$ cat config.mk
export PLATFORM = sky130hd
export DESIGN_NAME = assembly_source_tokenizer_unit_flat
export DESIGN_NICKNAME = d
export VERILOG_FILES = /design/src/rtl/core/asut_pkg.sv /design/src/rtl/core/asut_text_if.sv /design/src/rtl/core/asut_scan.sv /design/src/rtl/core/asut_out_queue.sv /design/src/rtl/core/assembly_source_tokenizer_unit.sv /design/src/flat_wrapper.sv
export SDC_FILE = /design/constraint.sdc
export NUM_CORES = 1
export LEC_CHECK = 0
export BUFFER_PORTS_ARGS = -buffer_cell sky130_fd_sc_hd__buf_2
export CAP_MARGIN = 15
export CORE_ASPECT_RATIO = 1.5
export CORE_MARGIN = 2
export CORE_UTILIZATION = 30
export DETAILED_ROUTE_END_ITERATION = 8
export PLACE_DENSITY = 0.51
export SLEW_MARGIN = 20
export SYNTH_ARGS = -nofsm -noshare
export SYNTH_HDL_FRONTEND = slang
export SYNTH_SLANG_ARGS = --single-unit
$ cat constraint.sdc
create_clock -name clk -period 3.3 [get_ports clk]
set_input_delay 0.33 -clock clk [delete_from_list [all_inputs] [get_ports clk]]
set_output_delay 0.33 -clock clk [all_outputs]
set_load 0.01 [all_outputs]
$ cat src/rtl/core/asut_pkg.sv
// Package of the assembly source tokenizer unit: result types, scan mode codes,
// character constants and character class functions. Depends on nothing.
`timescale 1ns / 1ps

package asut_pkg;

    localparam int MaxResults = 3;

    // Scan mode codes.
    localparam logic [2:0] MODE_IDLE  = 3'd0;
    localparam logic [2:0] MODE_WORD  = 3'd1;
    localparam logic [2:0] MODE_DEC   = 3'd2;
    localparam logic [2:0] MODE_HEX   = 3'd3;
    localparam logic [2:0] MODE_STR_E = 3'd4;
    localparam logic [2:0] MODE_STR_C = 3'd5;
    localparam logic [2:0] MODE_HALT  = 3'd6;

    // Number prefix codes.
    localparam logic [1:0] PFX_NONE      = 2'd0;
    localparam logic [1:0] PFX_MINUS     = 2'd1;
    localparam logic [1:0] PFX_MINUS_ZERO = 2'd2;
    localparam logic [1:0] PFX_ZERO      = 2'd3;

    // Token kinds.
    localparam logic [1:0] KIND_IDENT  = 2'd0;
    localparam logic [1:0] KIND_LABEL  = 2'd1;
    localparam logic [1:0] KIND_NUMBER = 2'd2;
    localparam logic [1:0] KIND_STRING = 2'd3;

    // Error codes.
    localparam logic [1:0] ERR_NONE      = 2'd0;
    localparam logic [1:0] ERR_NEG_HEX   = 2'd1;
    localparam logic [1:0] ERR_OPEN_STR  = 2'd2;

    // Characters.
    localparam logic [7:0] CH_MINUS   = 8'h2D;
    localparam logic [7:0] CH_ZERO    = 8'h30;
    localparam logic [7:0] CH_X       = 8'h78;
    localparam logic [7:0] CH_COLON   = 8'h3A;
    localparam logic [7:0] CH_QUOTE   = 8'h22;
    localparam logic [7:0] CH_NEWLINE = 8'h0A;

    typedef struct packed {
        logic       has_char;
        logic [7:0] token_char;
        logic       token_start;
        logic       token_end;
        logic [1:0] token_kind;
        logic [15:0] line_no;
        logic [1:0] error_code;
        logic       run_last;
    } result_t;

    // Results caused by one input character, in delivery order.
    typedef struct packed {
        result_t [MaxResults-1:0] res;
        logic [1:0]               count;
    } bundle_t;

    function automatic logic is_letter(input logic [7:0] c);
        return ((c >= 8'h61) && (c <= 8'h7A)) || ((c >= 8'h41) && (c <= 8'h5A));
    endfunction

    function automatic logic is_numch(input logic [7:0] c);
        return ((c >= 8'h30) && (c <= 8'h39)) || (c == CH_MINUS);
    endfunction

    function automatic logic is_hexch(input logic [7:0] c);
        return is_numch(c) || ((c >= 8'h61) && (c <= 8'h66)) || ((c >= 8'h41) && (c <= 8'h46));
    endfunction

endpackage

$ cat src/rtl/core/asut_text_if.sv
// Interfaces of the tokenizer unit: the source text channel and the token channel.
// Depends on nothing; payload fields are plain vectors.
`timescale 1ns / 1ps

interface asut_text_if;
    logic       valid;
    logic       ready;
    logic [7:0] ch;
    logic       text_end;

    modport source (output valid, output ch, output text_end, input ready);
    modport sink (input valid, input ch, input text_end, output ready);
endinterface

interface asut_token_if;
    logic        valid;
    logic        ready;
    logic        has_char;
    logic [7:0]  token_char;
    logic        token_start;
    logic        token_end;
    logic [1:0]  token_kind;
    logic [15:0] line_no;
    logic [1:0]  error_code;
    logic        run_last;

    modport source (output valid, output has_char, output token_char, output token_start,
                    output token_end, output token_kind, output line_no,
                    output error_code, output run_last, input ready);
    modport sink (input valid, input has_char, input token_char, input token_start,
                  input token_end, input token_kind, input line_no,
                  input error_code, input run_last, output ready);
endinterface

$ cat src/rtl/core/asut_scan.sv
// Scanner of the tokenizer unit: mode, prefix and line registers and the per-character
// step logic that builds the bundle of results. Depends on asut_pkg.
`timescale 1ns / 1ps

module asut_scan #(
    parameter int LINE_BITS = 16
) (
    input  logic             clk,
    input  logic             rst_n,
    input  logic             step,
    input  logic [7:0]       ch,
    input  logic             text_end,
    output asut_pkg::bundle_t bundle
);
    import asut_pkg::*;

    localparam int LineExtBits = (LINE_BITS > 16) ? LINE_BITS : 16;

    logic [2:0]           mode_reg, mode_next, mode_mid;
    logic [1:0]           prefix_reg, prefix_next;
    logic [LINE_BITS-1:0] line_reg, line_next;
    logic [LineExtBits-1:0] line_ext;
    logic [15:0]          line_no;
    logic                 idle_pass;
    logic                 a_v, b_v, c_v;
    result_t              a_res, b_res, c_res;
    result_t              r0, r1, r2;
    logic [1:0]           count;

    assign line_ext = LineExtBits'(line_reg);
    assign line_no  = (line_ext > LineExtBits'(16'hFFFF)) ? 16'hFFFF : line_ext[15:0];

    function automatic result_t mk(input logic has, input logic [7:0] c, input logic start,
                                   input logic fin, input logic [1:0] kind,
                                   input logic [1:0] err, input logic [15:0] line);
        result_t r;
        r.has_char    = has;
        r.token_char  = c;
        r.token_start = start;
        r.token_end   = fin;
        r.token_kind  = kind;
        r.line_no     = line;
        r.error_code  = err;
        r.run_last    = 1'b0;
        return r;
    endfunction

    always_comb
    begin
        mode_mid    = mode_reg;
        prefix_next = prefix_reg;
        line_next   = line_reg;
        idle_pass   = 1'b0;
        a_v = 1'b0;
        b_v = 1'b0;
        c_v = 1'b0;
        a_res = mk(1'b0, 8'h00, 1'b0, 1'b1, KIND_IDENT, ERR_NONE, line_no);
        b_res = a_res;
        c_res = a_res;

        case (mode_reg)
            MODE_WORD:
            begin
                a_v = 1'b1;
                if (is_letter(ch))
                begin
                    a_res = mk(1'b1, ch, 1'b0, 1'b0, KIND_IDENT, ERR_NONE, line_no);
                end
                else if (ch == CH_COLON)
                begin
                    a_res    = mk(1'b0, 8'h00, 1'b0, 1'b1, KIND_LABEL, ERR_NONE, line_no);
                    mode_mid = MODE_IDLE;
                end
                else
                begin
                    a_res     = mk(1'b0, 8'h00, 1'b0, 1'b1, KIND_IDENT, ERR_NONE, line_no);
                    mode_mid  = MODE_IDLE;
                    idle_pass = 1'b1;
                end
            end
            MODE_DEC:
            begin
                a_v = 1'b1;
                if ((ch == CH_X) && (prefix_reg == PFX_MINUS_ZERO))
                begin
                    a_res    = mk(1'b0, 8'h00, 1'b0, 1'b1, KIND_NUMBER, ERR_NEG_HEX, line_no);
                    mode_mid = MODE_HALT;
                end
                else if ((ch == CH_X) && (prefix_reg == PFX_ZERO))
                begin
                    a_res       = mk(1'b1, ch, 1'b0, 1'b0, KIND_NUMBER, ERR_NONE, line_no);
                    mode_mid    = MODE_HEX;
                    prefix_next = PFX_NONE;
                end
                else if (is_numch(ch))
                begin
                    a_res       = mk(1'b1, ch, 1'b0, 1'b0, KIND_NUMBER, ERR_NONE, line_no);
                    prefix_next = ((prefix_reg == PFX_MINUS) && (ch == CH_ZERO))
                                  ? PFX_MINUS_ZERO : PFX_NONE;
                end
                else
                begin
                    a_res       = mk(1'b0, 8'h00, 1'b0, 1'b1, KIND_NUMBER, ERR_NONE, line_no);
                    mode_mid    = MODE_IDLE;
                    prefix_next = PFX_NONE;
                    idle_pass   = 1'b1;
                end
            end
            MODE_HEX:
            begin
                a_v = 1'b1;
                if (is_hexch(ch))
                begin
                    a_res = mk(1'b1, ch, 1'b0, 1'b0, KIND_NUMBER, ERR_NONE, line_no);
                end
                else
                begin
                    a_res     = mk(1'b0, 8'h00, 1'b0, 1'b1, KIND_NUMBER, ERR_NONE, line_no);
                    mode_mid  = MODE_IDLE;
                    idle_pass = 1'b1;
                end
            end
            MODE_STR_E, MODE_STR_C:
            begin
                a_v = 1'b1;
                if (ch == CH_QUOTE)
                begin
                    a_res    = mk(1'b0, 8'h00, mode_reg == MODE_STR_E, 1'b1, KIND_STRING,
                                  ERR_NONE, line_no);
                    mode_mid = MODE_IDLE;
                end
                else
                begin
                    a_res    = mk(1'b1, ch, mode_reg == MODE_STR_E, 1'b0, KIND_STRING,
                                  ERR_NONE, line_no);
                    mode_mid = MODE_STR_C;
                end
            end
            MODE_IDLE:
            begin
                idle_pass = 1'b1;
            end
            default:
            begin
                // Halted: characters are ignored until the end of the text.
            end
        endcase

        if (idle_pass)
        begin
            if (ch == CH_NEWLINE)
            begin
                if (line_reg != {LINE_BITS{1'b1}})
                begin
                    line_next = line_reg + LINE_BITS'(1);
                end
            end
            else if (is_letter(ch))
            begin
                b_v      = 1'b1;
                b_res    = mk(1'b1, ch, 1'b1, 1'b0, KIND_IDENT, ERR_NONE, line_no);
                mode_mid = MODE_WORD;
            end
            else if (is_numch(ch))
            begin
                b_v      = 1'b1;
                b_res    = mk(1'b1, ch, 1'b1, 1'b0, KIND_NUMBER, ERR_NONE, line_no);
                mode_mid = MODE_DEC;
                if (ch == CH_MINUS)
                begin
                    prefix_next = PFX_MINUS;
                end
                else if (ch == CH_ZERO)
                begin
                    prefix_next = PFX_ZERO;
                end
                else
                begin
                    prefix_next = PFX_NONE;
                end
            end
            else if (ch == CH_QUOTE)
            begin
                mode_mid = MODE_STR_E;
            end
        end

        mode_next = mode_mid;
        if (text_end)
        begin
            case (mode_mid)
                MODE_WORD:
                begin
                    c_v   = 1'b1;
                    c_res = mk(1'b0, 8'h00, 1'b0, 1'b1, KIND_IDENT, ERR_NONE, line_no);
                end
                MODE_DEC, MODE_HEX:
                begin
                    c_v   = 1'b1;
                    c_res = mk(1'b0, 8'h00, 1'b0, 1'b1, KIND_NUMBER, ERR_NONE, line_no);
                end
                MODE_STR_E:
                begin
                    c_v   = 1'b1;
                    c_res = mk(1'b0, 8'h00, 1'b1, 1'b1, KIND_STRING, ERR_OPEN_STR, line_no);
                end
                MODE_STR_C:
                begin
                    c_v   = 1'b1;
                    c_res = mk(1'b0, 8'h00, 1'b0, 1'b1, KIND_STRING, ERR_OPEN_STR, line_no);
                end
                default:
                begin
                    c_v = 1'b0;
                end
            endcase
            mode_next   = MODE_IDLE;
            prefix_next = PFX_NONE;
            line_next   = '0;
        end
    end

    // Pack the valid slots to the front, in order, and mark the last one.
    always_comb
    begin
        count = 2'(a_v) + 2'(b_v) + 2'(c_v);
        r0 = a_v ? a_res : (b_v ? b_res : c_res);
        r1 = (a_v && b_v) ? b_res : c_res;
        r2 = c_res;
        case (count)
            2'd1:    r0.run_last = 1'b1;
            2'd2:    r1.run_last = 1'b1;
            2'd3:    r2.run_last = 1'b1;
            default: r0.run_last = 1'b0;
        endcase
        bundle.res   = {r2, r1, r0};
        bundle.count = count;
    end

    always_ff @(posedge clk or negedge rst_n)
    begin
        if (!rst_n)
        begin
            mode_reg   <= MODE_IDLE;
            prefix_reg <= PFX_NONE;
            line_reg   <= '0;
        end
        else if (step)
        begin
            mode_reg   <= mode_next;
            prefix_reg <= prefix_next;
            line_reg   <= line_next;
        end
    end

endmodule

$ cat src/rtl/core/asut_out_queue.sv
// Result queue of the tokenizer unit: holds the bundle of one character and hands its
// results out one per cycle while the receiver is ready. Depends on asut_pkg.
`timescale 1ns / 1ps

module asut_out_queue (
    input  logic              clk,
    input  logic              rst_n,
    input  logic              load,
    input  asut_pkg::bundle_t bundle,
    output logic              load_ready,
    output logic              valid,
    input  logic              ready,
    output asut_pkg::result_t head
);
    import asut_pkg::*;

    result_t [MaxResults-1:0] res_reg, res_next;
    logic [1:0]               cnt_reg, cnt_next;
    logic                     take;

    assign take       = (cnt_reg != 2'd0) && ready;
    assign load_ready = (cnt_reg == 2'd0) || ((cnt_reg == 2'd1) && ready);
    assign valid      = (cnt_reg != 2'd0);
    assign head       = res_reg[0];

    always_comb
    begin
        res_next = res_reg;
        cnt_next = cnt_reg;
        if (load)
        begin
            res_next = bundle.res;
            cnt_next = bundle.count;
        end
        else if (take)
        begin
            res_next = {res_reg[2], res_reg[2], res_reg[1]};
            cnt_next = cnt_reg - 2'd1;
        end
    end

    always_ff @(posedge clk or negedge rst_n)
    begin
        if (!rst_n)
        begin
            cnt_reg <= 2'd0;
        end
        else
        begin
            cnt_reg <= cnt_next;
        end
    end

    always_ff @(posedge clk)
    begin
        res_reg <= res_next;
    end

endmodule

$ cat src/rtl/core/assembly_source_tokenizer_unit.sv
// Assembly source tokenizer unit: the top level, joining the scanner and the result queue.
// Depends on asut_pkg, asut_text_if, asut_token_if, asut_scan and asut_out_queue.
//
// Usage: source text enters on the text channel, one byte per transaction, with text_end
// set on the final byte of a text. Token characters and token end markers leave on the
// tokens channel, one result per transaction, each carrying the line number it was
// found on; run_last marks the final result caused by one input byte.
// Latency: the first result of a byte is offered in the cycle after the byte is taken.
// Throughput: one byte per cycle while each byte causes at most one result and the
// receiver is ready. A byte that causes two or three results (a token end plus a new
// token start, and a close at text end) holds the text channel until its last result is
// being taken: the queue holds one byte's results and hands them out one per ready cycle.
// A byte is taken while the last result of the previous byte is being taken, so a
// steady stream of single-result bytes flows without bubbles.
// Reset clears the scan mode, the number prefix, the line counter and the result queue;
// the block takes bytes in the first cycle after reset is released.
// When the receiver stalls, the pending result stays on the port unchanged and the
// text channel is held off once no room is left for the next byte's results.
`timescale 1ns / 1ps

module assembly_source_tokenizer_unit #(
    parameter int LINE_BITS = 16
) (
    input  logic          clk,
    input  logic          rst_n,
    asut_text_if.sink     text,
    asut_token_if.source  tokens
);
    import asut_pkg::*;

    bundle_t bundle;
    result_t head;
    logic    step;
    logic    load_ready;

    // A byte is accepted when the queue can take all of its results.
    assign text.ready = load_ready;
    assign step       = text.valid && load_ready;

    asut_scan #(
        .LINE_BITS (LINE_BITS)
    ) u_scan (
        .clk      (clk),
        .rst_n    (rst_n),
        .step     (step),
        .ch       (text.ch),
        .text_end (text.text_end),
        .bundle   (bundle)
    );

    asut_out_queue u_queue (
        .clk        (clk),
        .rst_n      (rst_n),
        .load       (step),
        .bundle     (bundle),
        .load_ready (load_ready),
        .valid      (tokens.valid),
        .ready      (tokens.ready),
        .head       (head)
    );

    // Drive the token channel payload from the head of the queue.
    assign tokens.has_char    = head.has_char;
    assign tokens.token_char  = head.token_char;
    assign tokens.token_start = head.token_start;
    assign tokens.token_end   = head.token_end;
    assign tokens.token_kind  = head.token_kind;
    assign tokens.line_no     = head.line_no;
    assign tokens.error_code  = head.error_code;
    assign tokens.run_last    = head.run_last;

endmodule

$ cat src/flat_wrapper.sv
// flat-port wrapper written by rule: the top's interface ports become plain ports
module assembly_source_tokenizer_unit_flat import asut_pkg::*;
#(
    parameter int LINE_BITS = 16
)
  (clk, rst_n, text_valid, text_ch, text_text_end, text_ready, tokens_valid, tokens_has_char, tokens_token_char, tokens_token_start, tokens_token_end, tokens_token_kind, tokens_line_no, tokens_error_code, tokens_run_last, tokens_ready);
  asut_text_if text_i ();
  asut_token_if tokens_i ();
  input  logic clk;
  input  logic rst_n;
  input wire logic [$bits(text_i.valid)-1:0] text_valid;
  input wire logic [$bits(text_i.ch)-1:0] text_ch;
  input wire logic [$bits(text_i.text_end)-1:0] text_text_end;
  output wire logic [$bits(text_i.ready)-1:0] text_ready;
  output wire logic [$bits(tokens_i.valid)-1:0] tokens_valid;
  output wire logic [$bits(tokens_i.has_char)-1:0] tokens_has_char;
  output wire logic [$bits(tokens_i.token_char)-1:0] tokens_token_char;
  output wire logic [$bits(tokens_i.token_start)-1:0] tokens_token_start;
  output wire logic [$bits(tokens_i.token_end)-1:0] tokens_token_end;
  output wire logic [$bits(tokens_i.token_kind)-1:0] tokens_token_kind;
  output wire logic [$bits(tokens_i.line_no)-1:0] tokens_line_no;
  output wire logic [$bits(tokens_i.error_code)-1:0] tokens_error_code;
  output wire logic [$bits(tokens_i.run_last)-1:0] tokens_run_last;
  input wire logic [$bits(tokens_i.ready)-1:0] tokens_ready;
  assign text_i.valid = text_valid;
  assign text_i.ch = text_ch;
  assign text_i.text_end = text_text_end;
  assign text_ready = text_i.ready;
  assign tokens_valid = tokens_i.valid;
  assign tokens_has_char = tokens_i.has_char;
  assign tokens_token_char = tokens_i.token_char;
  assign tokens_token_start = tokens_i.token_start;
  assign tokens_token_end = tokens_i.token_end;
  assign tokens_token_kind = tokens_i.token_kind;
  assign tokens_line_no = tokens_i.line_no;
  assign tokens_error_code = tokens_i.error_code;
  assign tokens_run_last = tokens_i.run_last;
  assign tokens_i.ready = tokens_ready;
  assembly_source_tokenizer_unit #(.LINE_BITS(LINE_BITS)) u_core (.clk(clk), .rst_n(rst_n), .text(text_i), .tokens(tokens_i));
endmodule
==> impl_metrics.tcl <==
set metrics [dict create \
    n_fill_cell 1783 \
    p_per_area_nw_per_um2 710 \
    gp_congestion 0.886 \
    port_buffers 46 \
    grt_pass1_wl_um 19600 \
    setup_viol 0 \
    worstRegToRegCells 11 \
    cts_buffer_depth 2 \
    final_nets 561 \
    status "finished, violations left" \
    vdd_drop_max_mv 0.227 \
    r2r_start "u_core.u_scan.mode_reg[2]$_DFFE_PN0P_" \
    crit_path_max_fanout 4 \
    crit_start "text_ch[2]" \
    largest_reg_flops 50 \
    ant_nets 0 \
    synth_nets 522 \
    path_class "in -> reg" \
    cp_cell_sequence "buf_2 > or4_1 > nor3_1 > nor4_2 > buf_4 > o32ai_1 > a31oi_1 > o311a_1 > fa_1 > nor3b_1 > a31oi_1 > o21a_1" \
    cts.sinks 105 \
    finalCriticalPeriod_ps 3040 \
    async_reset_ff_share_pct 21.9 \
    totalWireLength_um 12300 \
    drtIter0Drc 187 \
    hold_depth 2 \
    wl_met2_um 6600 \
    htreeDepth 3 \
    ys_ff_latch 105 \
    row_count 59 \
    core_um2 17400 \
    die_y_um 167 \
    cp.arrival_ps 3270 \
    syn_to_final_growth_pct 13.9 \
    topRoutingLayerUsed "met4" \
    fin_skew_ps 6.44 \
    fin_util_pct 34.9 \
    synth_seq_area_share_pct 56.9 \
    grt_pass1_vias 3743 \
    tightest_slew_ps 705 \
    ys.flop_type "edfxtp_1" \
    leakage_nw 2.66 \
    min_from "text_text_end" \
    synth_cell_type_count 63 \
    whs_ps 352 \
    fp.dieArea_um2 18900 \
    vias 3776 \
    cts_setup_buffers 0 \
    clk_latency_ps 350 \
    start_kind "primary input" \
    finalHoldViolations 0 \
    grt_max_degree 69 \
    fin_crit_sh_pct 92.1 \
    relSlewSlack_pct 53.0 \
    max_stage_delay_ps 550 \
    drv_cap 0 \
    track_usage_pct 13.1 \
    rsz0062_at_grt "false" \
    min_to "u_core.u_scan.line_ext[12]$_DFFE_PN0P_" \
    regToRegEndpoint "u_core.u_queue.cnt_reg[0]$_DFFE_PN0P_" \
    drc_errors 8 \
    synth-edff-count 82 \
    drt-wirelength-per-cell_um 16.1 \
    cp_slowest_cell "or4_1" \
    wl_met1_um 4990 \
    cts-root-buf "clkbuf_16" \
    cpMostUsedCell "a31oi_1" \
    critPathRequiredTime_ps 3540 \
    violations "design-rule violations" \
    io_pins 47 \
    start_util_pct 30.7 \
    avgSynthCellArea_um2 10.6 \
    syn_inst 505 \
    grt_overflow_total 0 \
    grt_antenna_before_repair 1 \
    die_w_um 113 \
    via_per_inst 4.95 \
    fmaxAchievable_mhz 329 \
    hpwl_um 8830 \
    drive_gt1_share_pct 21.1 \
    cts_tree "yes" \
    r2r_slack_ps 350 \
    numCtsBuffers 9 \
    end_kind "flop" \
    clk_pin_slew_ps 70 \
    wl_met3_um 418 \
    yosysWarningCount 0 \
    syn_area_um2 5340 \
    drtPass1Iterations 6 \
    holdCritPathClass "in -> reg" \
    drv_slew 0 \
]
==> routing by layer <==
metal	up-vias	track usage, %
met5	-	0
met3	19	2.93
li1	1867	-
met2	71	24.3
met4	0	4.51
met1	1819	14.6
==> Yosys cell counts (all sizes together) (3+ instances only) <==
master | n | area [µm²]
nand3 | 8 | 40.0
o211ai | 7 | 52.6
buf | 40 | 302
nor4 | 6 | 50.0
nand2 | 115 | 432
a21oi | 19 | 103
o31ai | 9 | 67.6
nand4 | 5 | 31.3
clkbuf | 16 | 60.1
nand2b | 7 | 43.8
ha | 3 | 37.5
dfrtp | 23 | 576
a311oi | 3 | 26.3
nor3 | 6 | 40.0
a22o | 13 | 114
and2 | 7 | 43.8
edfxtp | 82 | 2460
or4 | 11 | 86.3
a31oi | 4 | 40.0
a221oi | 3 | 32.5
inv | 26 | 97.6
nand3b | 3 | 22.5
nor2 | 22 | 82.6
o21ai | 15 | 75.1
and3 | 11 | 68.8
a21o | 5 | 37.5
==> repair_timing <==
action                    4_1_cts  5_1_grt
hold endpoints to repair        9        0
hold buffers                    1        0
resized for setup               0        0
==> worst max-delay path by stage <==
stage / depth (start not counted) / slack (ps) / end
finish: 12 / 260 / u_core.u_queue.cnt_reg[0]$_DFFE_PN0P_
global route: 12 / 60 / u_core.u_queue.cnt_reg[0]$_DFFE_PN0P_
CTS: 12 / 260 / u_core.u_queue.cnt_reg[0]$_DFFE_PN0P_
detailed placement: 12 / -110 / u_core.u_queue.cnt_reg[0]$_DFFE_PN0P_
global placement: 12 / -10 / u_core.u_queue.cnt_reg[0]$_DFFE_PN0P_
floorplan: 13 / 2 / u_core.u_queue.cnt_reg[0]$_DFFE_PN0P_
==> through the flow <==
| stage | instances | setup WS [ps] | total power, mW | TNS (ps) | instance area (µm²) |
|---|---|---|---|---|---|
| 2_1_floorplan | 505 | 1.72 | 3.04 | 0 | 5370 |
| 3_3_place_gp | 745 | -14.0 | 3.33 | -14.0 | 5800 |
| 3_5_place_dp | 745 | -112 | 3.36 | -253 | 5800 |
| 4_1_cts | 762 | 255 | 4.39 | 0 | 6080 |
| 5_1_grt | 762 | 62.4 | 4.61 | 0 | 6080 |
| 6_report | 763 | 262 | 4.32 | 0 | 6090 |
==> report_power, final <==
part           internal, mW  leakage, nW  switching, mW  total, mW
Sequential             1.91         1.09          0.156       2.06
Clock                 0.522        0.133          0.495       1.02
Combinational         0.461         1.43          0.782       1.24
==> final cells by class <==
cell class                      count  area [µm²]  share of cell area, %
Sequential cell                   105        3040                   49.9
Multi-Input combinational cell    318        1870                   30.8
Timing Repair Buffer               84         531                   8.72
Tap cell                          213         267                   4.38
Clock buffer                       10         229                   3.76
Inverter                           26        97.6                   1.60
Clock inverter                      6        48.8                  0.802
Antenna cell                        1        2.50                 0.0411
==> cell families (layout without fill, tap and decap cells) <==
logic type / count (synthesis) / after routing / synth area share [%]
adder cells (fa/ha/maj): 4 / 4 / 1.08
multiplexers: 3 / 3 / 0.586
flip-flops: 105 / 105 / 56.9
AND/OR/NAND/NOR: 214 / 214 / 19.5
AO/OA/AOI/OAI: 96 / 96 / 13.3
buffers and inverters: 82 / 126 / 8.60
other: 1 / 2 / 0.0702
==> critical path: cells and delay by family <==
kind / cells / cell delay (ps)
adders and majority gates: 1 / 520
AOI/OAI and AO/OA: 5 / 980
buffers and inverters: 2 / 270
and+or+nand+nor: 4 / 1180
==> cells in the final DEF, fill, tap and decap left out, drive strengths merged, types with 6 or more instances in the layout <==
master | Yosys | routed
a21oi | 19 | 19
a22o | 13 | 13
and2 | 7 | 7
and3 | 11 | 11
buf | 40 | 83
clkbuf | 16 | 10
dfrtp | 23 | 23
edfxtp | 82 | 82
inv | 26 | 29
nand2 | 115 | 115
nand2b | 7 | 7
nand3 | 8 | 8
nor2 | 22 | 22
nor3 | 6 | 6
nor4 | 6 | 6
o211ai | 7 | 7
o21ai | 15 | 15
o31ai | 9 | 9
or4 | 11 | 11
No activity file was read; power rests on OpenSTA's default activity.
